$ cat src/rtl/core/hbfs_pkg.sv
package hbfs_pkg;

  localparam int NUM_BITS   = 4096;
  localparam int WORD_BITS  = 32;
  localparam int LEAF_WORDS = 128;
  localparam int MID_WORDS  = 4;
  localparam int IDX_W      = 13;
  localparam int LEAF_AW    = 7;
  localparam int BIT_AW     = 5;
  localparam int MID_AW     = 2;

  localparam logic [1:0] FUNC_WRITE = 2'd0;
  localparam logic [1:0] FUNC_QUERY = 2'd1;
  localparam logic [1:0] FUNC_FILL  = 2'd2;
  localparam logic [1:0] FUNC_SPARE = 2'd3;

  typedef struct packed {
    logic [1:0]       func;
    logic [IDX_W-1:0] index;
    logic             value;
  } in_item_t;

  typedef struct packed {
    logic             bit_at_index;
    logic [IDX_W-1:0] next_set;
    logic [IDX_W-1:0] lowest_set;
    logic [IDX_W-1:0] highest_set;
    logic             index_error;
  } out_item_t;

  // Commands from the sequencer to the leaf store
  typedef struct packed {
    logic                 rd_en;
    logic [LEAF_AW-1:0]   rd_addr;
    logic                 wr_en;
    logic [LEAF_AW-1:0]   wr_addr;
    logic [WORD_BITS-1:0] wr_data;
    logic                 clr;
    logic                 clr_fill;
    logic [IDX_W-1:0]     clr_n;
  } leaf_cmd_t;

  // Lowest set bit position; all-zero word gives the top position
  function automatic logic [BIT_AW-1:0] low_bit(input logic [WORD_BITS-1:0] w);
    logic [BIT_AW-1:0] r;
    r = BIT_AW'(WORD_BITS - 1);
    for (int b = WORD_BITS - 1; b >= 0; b--) begin
      if (w[b]) r = BIT_AW'(b);
    end
    return r;
  endfunction

  // Highest set bit position; all-zero word gives zero
  function automatic logic [BIT_AW-1:0] high_bit(input logic [WORD_BITS-1:0] w);
    logic [BIT_AW-1:0] r;
    r = '0;
    for (int b = 0; b < WORD_BITS; b++) begin
      if (w[b]) r = BIT_AW'(b);
    end
    return r;
  endfunction

endpackage

$ cat src/rtl/core/hbfs_leaf_mem.sv
module hbfs_leaf_mem (
  input  logic                             clk,
  input  logic                             rst_n,
  input  hbfs_pkg::leaf_cmd_t              cmd,
  output logic [hbfs_pkg::WORD_BITS-1:0]   rd_word
);
  import hbfs_pkg::*;

  logic [WORD_BITS-1:0] mem [LEAF_WORDS];
  logic [LEAF_WORDS-1:0] vld_r;
  logic                 fill_val_r;
  logic [IDX_W-1:0]     fill_n_r;
  logic [WORD_BITS-1:0] rd_data_r;
  logic                 rd_hit_r;
  logic [LEAF_AW-1:0]   rd_addr_r;
  logic [WORD_BITS-1:0] fill_word;
  logic [7:0]           full_words;

  // Data array: one write and one registered read per cycle
  always_ff @(posedge clk) begin
    if (cmd.wr_en) begin
      mem[cmd.wr_addr] <= cmd.wr_data;
    end
    if (cmd.rd_en) begin
      rd_data_r <= mem[cmd.rd_addr];
      rd_addr_r <= cmd.rd_addr;
    end
  end

  // Valid bits: an entry not written since the last clear reads as the fill pattern
  always_ff @(posedge clk) begin
    if (!rst_n) begin
      vld_r      <= '0;
      fill_val_r <= 1'b0;
      fill_n_r   <= '0;
      rd_hit_r   <= 1'b0;
    end else begin
      if (cmd.rd_en) begin
        rd_hit_r <= vld_r[cmd.rd_addr];
      end
      if (cmd.clr) begin
        vld_r      <= '0;
        fill_val_r <= cmd.clr_fill;
        fill_n_r   <= cmd.clr_n;
      end else if (cmd.wr_en) begin
        vld_r[cmd.wr_addr] <= 1'b1;
      end
    end
  end

  // Fill pattern: bits below fill_n set
  assign full_words = fill_n_r[IDX_W-1:BIT_AW];
  always_comb begin
    fill_word = '0;
    if (fill_val_r) begin
      if ({1'b0, rd_addr_r} < full_words) begin
        fill_word = '1;
      end else if ({1'b0, rd_addr_r} == full_words) begin
        fill_word = (WORD_BITS'(1) << fill_n_r[BIT_AW-1:0]) - WORD_BITS'(1);
      end
    end
  end

  assign rd_word = rd_hit_r ? rd_data_r : fill_word;

endmodule
$ cat config.mk
export PLATFORM = sky130hd
export DESIGN_NAME = hbfs_leaf_mem
export DESIGN_NICKNAME = d
export VERILOG_FILES = /design/src/rtl/core/hbfs_pkg.sv /design/src/rtl/core/hbfs_leaf_mem.sv
export SDC_FILE = /design/constraint.sdc
export NUM_CORES = 2
export LEC_CHECK = 0
export BUFFER_PORTS_ARGS = -buffer_cell sky130_fd_sc_hd__buf_4
export CAP_MARGIN = 20
export CORE_UTILIZATION = 45
export DETAILED_ROUTE_END_ITERATION = 8
export PLACE_DENSITY = 0.58
export SLEW_MARGIN = 5
export SYNTH_ARGS = -nofsm -noshare
export SYNTH_HDL_FRONTEND = slang
export SYNTH_SLANG_ARGS = --single-unit
$ cat constraint.sdc
create_clock -name clk -period 7.34 [get_ports clk]
set_clock_uncertainty 0.05 [all_clocks]
set_input_delay 0 -clock clk [delete_from_list [all_inputs] [get_ports clk]]
set_output_delay 0 -clock clk [all_outputs]
set_load 0.03 [all_outputs]
## Word-level counts from Yosys, hierarchy flattened

Memory sizes are Yosys's and may differ from the RTL's. A register that Yosys moved wholly into a read port is not among the register bits.
Cells that the tools add are included.

| word-level totals | value |
|---|---|
| input port bits | 65 |
| memories kept | 1 |
| memory bits (writable) | 4096 |
| register bits | 150 |
| word-level logic and storage cells | 27 |
| output and inout port bits | 32 |

Memory list:

| memory | words | width | rd ports | clocked after memory_dff | wr ports | line | RTL |
|---|---|---|---|---|---|---|---|
| mem | 128 | 32 | 1 | 1 | 1 | hbfs_leaf_mem.sv:9 | `logic [WORD_BITS-1:0] mem [LEAF_WORDS];` |

| cells by class | value |
|---|---|
| equal/unequal tests | 1 |
| shifts and indexed selects | 1 |
| reductions and logical operators | 2 |
| magnitude comparators | 4 |
| multiplexer cells | 10 |
| bitwise operators | 2 |
| $add $sub $neg | 1 |

Operators by type and width:

| operator | number |
|---|---|
| 32-bit 2-to-1 mux | 4 |
| 128-bit bitwise OR | 1 |
| 1-bit by 5-bit left shift with 32-bit output (first input constant) | 1 |
| 32-bit by 2-bit subtractor with 32-bit output (second input constant) | 1 |
| 7-bit by 8-bit < comparator with 1-bit output (second input constant) | 2 |
| 7-bit by 8-bit equality test with 1-bit output | 1 |
| 7-bit by 8-bit < comparator with 1-bit output | 1 |
| 1-bit binary-select mux with 7-bit select | 1 |
| 1-bit demux with 7-bit select | 1 |
| 7-bit by 1-bit >= comparator with 1-bit output (second input constant) | 1 |
| 1-bit 2-to-1 mux | 4 |
| 2-bit OR reduction | 1 |
| 1-bit logical AND | 1 |
| 1-bit inverter | 1 |

## Longest topological paths before layout

| depth | value |
|---|---|
| word-level depth | 6 |
| depth in mapped cells | 13 |
| depth with buffers taken out | 11 |

## Least setup slack after synthesis

OpenSTA, ideal clock, no wires.

| timing | value |
|---|---|
| path kind | input -> register |
| start | input port cmd[49] (netlist name) |
| end | memory mem[108][0] (enable) |
| buffers on the path | 2 |
| required time | 6.867 ns |
| arrival time | 2.583 ns |
| stages on the path | 5 |
| setup time | 0.423 ns |
| setup slack | 4.284 ns |
| path through | clkbuf_1 > or3b_2 > or2_1 > clkbuf_1 > nor2_1 |

RTL lines:

| item | line | RTL |
|---|---|---|
| start, declared | hbfs_leaf_mem.sv:4 | `input hbfs_pkg::leaf_cmd_t cmd,` |
| end, declared | hbfs_leaf_mem.sv:9 |  |

Straight into the memory's write port.

## Worst setup path in the final report

| timing | value |
|---|---|
| start | register fill_n_r[3] |
| end | output port rd_word[26] (netlist name) |

| on the way | value |
|---|---|
| word-level cells in the longest chain between the ends | 6 |

Ends and longest elaborated chain:

| item | line | RTL |
|---|---|---|
| start, declared | hbfs_leaf_mem.sv:12 | `logic [IDX_W-1:0] fill_n_r;` |
| start signal, assigned | hbfs_leaf_mem.sv:44 | `fill_n_r <= cmd.clr_n;` |
| 1-bit by 5-bit left shift with 32-bit output | hbfs_leaf_mem.sv:59 | `fill_word = (WORD_BITS'(1) << fill_n_r[BIT_AW-1:0]) - WORD_BITS'(1);` |
| 32-bit by 2-bit subtractor with 32-bit output | hbfs_leaf_mem.sv:59 |  |
| 32-bit 2-to-1 mux | hbfs_leaf_mem.sv:58 | `end else if ({1'b0, rd_addr_r} == full_words) begin` |
| 32-bit 2-to-1 mux | hbfs_leaf_mem.sv:56 | `if ({1'b0, rd_addr_r} < full_words) begin` |
| 32-bit 2-to-1 mux | hbfs_leaf_mem.sv:55 | `if (fill_val_r) begin` |
| 32-bit 2-to-1 mux | hbfs_leaf_mem.sv:64 | `assign rd_word = rd_hit_r ? rd_data_r : fill_word;` |
| end, declared | hbfs_leaf_mem.sv:5 | `output logic [hbfs_pkg::WORD_BITS-1:0] rd_word` |

Every way passes these cells.

==> summary.txt <==
Worst slew pin tran: 1.45 ns
# Post-CTS Setup Buffers: 0
CTS Buf Count: 435
Commonest cells in the netlist: edfxtp_1, mux4_2, nand2_1, mux2i_1, a22oi_1
CP max stage delay: 0.89 ns
Root Driver: clkbuf_16
Clk slew on worst S/H paths: 0.06 ns
Net Switching: 11.2 mW
CTS Sinks: 4278
Crit-path cells: or2_1 > nor2_1 > nand2_1 > ha_1 > nand2b_1 > nor3_1 > o21bai_1 > a21oi_1 > o21ai_0 > buf_4
Clock network fraction of total power: 0.420
Via count: 83574
Most common cell in the netlist: edfxtp_1
CP max-delay cell: dfxtp_1
Sequential share of power: 0.525
Sw Ratio: 0.218
Initial Util: 0.453
Startpoint Class: register
Top_reg_cell synth: edfxtp_1
Post-synthesis net count: 7816
Worst VDD drop: 0.218 mV
Inst Count DP: 12472
Via count of the first global-routing pass: 83424
Port buffer count: 96
Status: finished, final reports clean
Comb pwr share: 0.055
Mapped Cells: 7743
Yosys Warn Count: 0
Int Pwr: 40.2 mW
Finished layout cell area: 0.188 mm^2
Fin crit period: 4.81 ns
Post-route DRC violation count: 0
Antenna violations before repair: 41
Slew margin rel.: 0.0359
Reg2reg setup slack: 4.20 ns
Total global-route track usage: 0.260
Share of post-route cells with drive strength above 1: 0.257
Crit share post-route: 0.656
CTS tree: built
Synth top area share: 0.754
Crit. End Element: output pin
Row cnt: 221
Placer congestion estimate: 0.833
Sequential cell area: 0.127 mm^2
Pre-CTS setup slack: 2.44 ns
Fill count: 28329
Max Freq: 208 MHz
Fin. Hold Viols: 0
WP data arrival: 4.76 ns
Largest net degree at the start of global routing: 135
Via-to-Cell Ratio: 6.23
# Max-Cap Violations: 0
Data required time at the worst endpoint: 7.29 ns
CP top delay family: simple AND/OR/NAND/NOR gates
Iteration-0 DRC Markers: 11050
Final setup margin: 2.53 ns
Crit path max fanout: 26
Async SR Flop Fraction: 0
Max Buffers Root-to-Sink: 4
Die Width: 607 um
Final ANT Viol Nets: 0
Min-delay worst type: in -> reg
Drt pass-1 iters: 5
Avg Cell Area, Syn: 21.3 um^2
Worst skew pair latency: 0.99 ns
Placed cell areas: 0.173 mm^2
Die Span Y: 607 um
First-pass GRT wire length: 663000 um
CP Buf/Inv Count: 1
PD cells: 274 mW/mm^2
Leak: 59.0 nW
Final Slew Violations: 0
Core Area: 0.363 mm^2
Number of synthesized flops with an enable pin: 4135
Critical path class: reg -> out
Drt total wl: 479000 um
Register area share after synthesis: 0.772
Area grow syn2layout: 14.1%
Drt wl/cell: 35.7 um
RSZ-0062 raised after global routing: no
H-Tree Depth: 5
Global route total overflow: 0
Post-Syn Area: 0.165 mm^2
I/O pin count: 97
Synth top area cells: edfxtp_1, mux4_2, mux2i_1, dfxtp_1, nand2_1
Setup TNS: 0 ns
HPWL Detailed: 259000 um
Setup Viol. Count Final: 0
Non-Filler Instances: 13409
Seq cells post-synth: 4278
Nets@finish: 8304
Post-synth top area cell: edfxtp_1
Number of distinct library cells after synthesis: 56
Footprint of the multi-input gates: 0.0363 mm^2
Die area: 0.368 mm^2
-- through the flow --
| step | hold WS (ns) | util | total power [mW] |
|---|---|---|---|
| after floorplan | 0.0489 | - | 28.8 |
| after global placement | 0.206 | 0.475 | 30.2 |
| after detailed placement | 0.221 | 0.476 | 30.2 |
| after CTS | 0.0111 | 0.517 | 51.6 |
| after global routing | 0.0643 | 0.517 | 52.6 |
| final | 0.0650 | 0.517 | 51.4 |
-- logic make-up (layout without fill, tap and decap cells) --
kind of cell | after synthesis | in the layout | share of synthesized area
DFF | 4278 | 4278 | 0.772
muxes | 1375 | 1375 | 0.158
and+or+nand+nor | 816 | 816 | 0.0223
AOI/OAI and AO/OA | 794 | 794 | 0.0324
buffers and inverters | 471 | 1320 | 0.0145
adders and majority gates | 8 | 8 | 0.000608
xor gates and xnor gates | 1 | 1 | 0.0000532
other | 0 | 23 | 0
-- power by group through the flow --
stage                     clock network, mW  logic, mW  registers [mW]
after floorplan                           0       1.42            27.4
after CTS                              21.9       2.81            27.0
after global routing                   22.7       2.93            27.0
after detailed placement                  0       2.75            27.5
final                                  21.6       2.80            27.0
after global placement                    0       2.68            27.5
-- final cells by class --
cell class                 count  area share
sequential                  4278       0.677
multi-input combinational   2994       0.193
clock buffer                 562      0.0624
tap                         4794      0.0319
timing repair buffer         510      0.0240
clock inverter               236      0.0111
antenna                       23    0.000307
inverter                      12    0.000280
-- metal layers --
| layer | vias to the layer above | GRT usage | routed length, um |
|---|---|---|---|
| met2 | 3920 | 0.417 | 229000 |
| li1 | 33332 | - | - |
| met4 | 8 | 0.0936 | 19300 |
| met5 | - | 0 | 51 |
| met3 | 775 | 0.0452 | 39900 |
| met1 | 45539 | 0.360 | 191000 |
-- final timing paths --
path	end	depth (start not counted)	startpoint
setup reg to reg	rd_data_r[8]	6	mem[0][8]
setup / recovery	rd_word[26]	10	fill_n_r[3]
hold reg to reg	vld_r[122]	1	vld_r[122]
hold / removal	mem[86][19]	2	cmd[34]
-- repair_timing --
| item | 4_1_cts | 5_1_grt |
|---|---|---|
| resized for setup | 0 | 0 |
| setup endpoints to repair | 0 | 0 |
| hold endpoints to repair | 2056 | 0 |
| hold buffers | 112 | 0 |
-- cells in the final DEF, fill, tap and decap left out, drive strengths merged, types with 11 or more instances in the layout --
cell	Yosys	layout
nand2	392	392
dfxtp	143	143
nor2	166	166
clkbuf	196	562
nor2b	31	31
bufinv	0	32
o21ai	113	113
mux4	980	980
buf	263	398
a22oi	194	194
nand3	46	46
diode	0	23
o22ai	12	12
and2	69	69
nand4	67	67
a32oi	33	33
dlygate4sd3	0	112
mux2i	345	345
mux2	50	50
edfxtp	4135	4135
a21oi	124	124
a21boi	33	33
inv	11	22
a211oi	67	67
clkinv	1	187
a31oi	69	69
o21a	128	128
or2	11	11
-- registers in the layout, summed over array words and instances, names as in the netlist --
| name | count |
|---|---|
| fill_val_r | 1 |
| fill_n_r | 13 |
| mem | 4096 |
| rd_hit_r | 1 |
| rd_data_r | 32 |
| rd_addr_r | 7 |
| vld_r | 128 |
(Power assumes the default switching activity.)
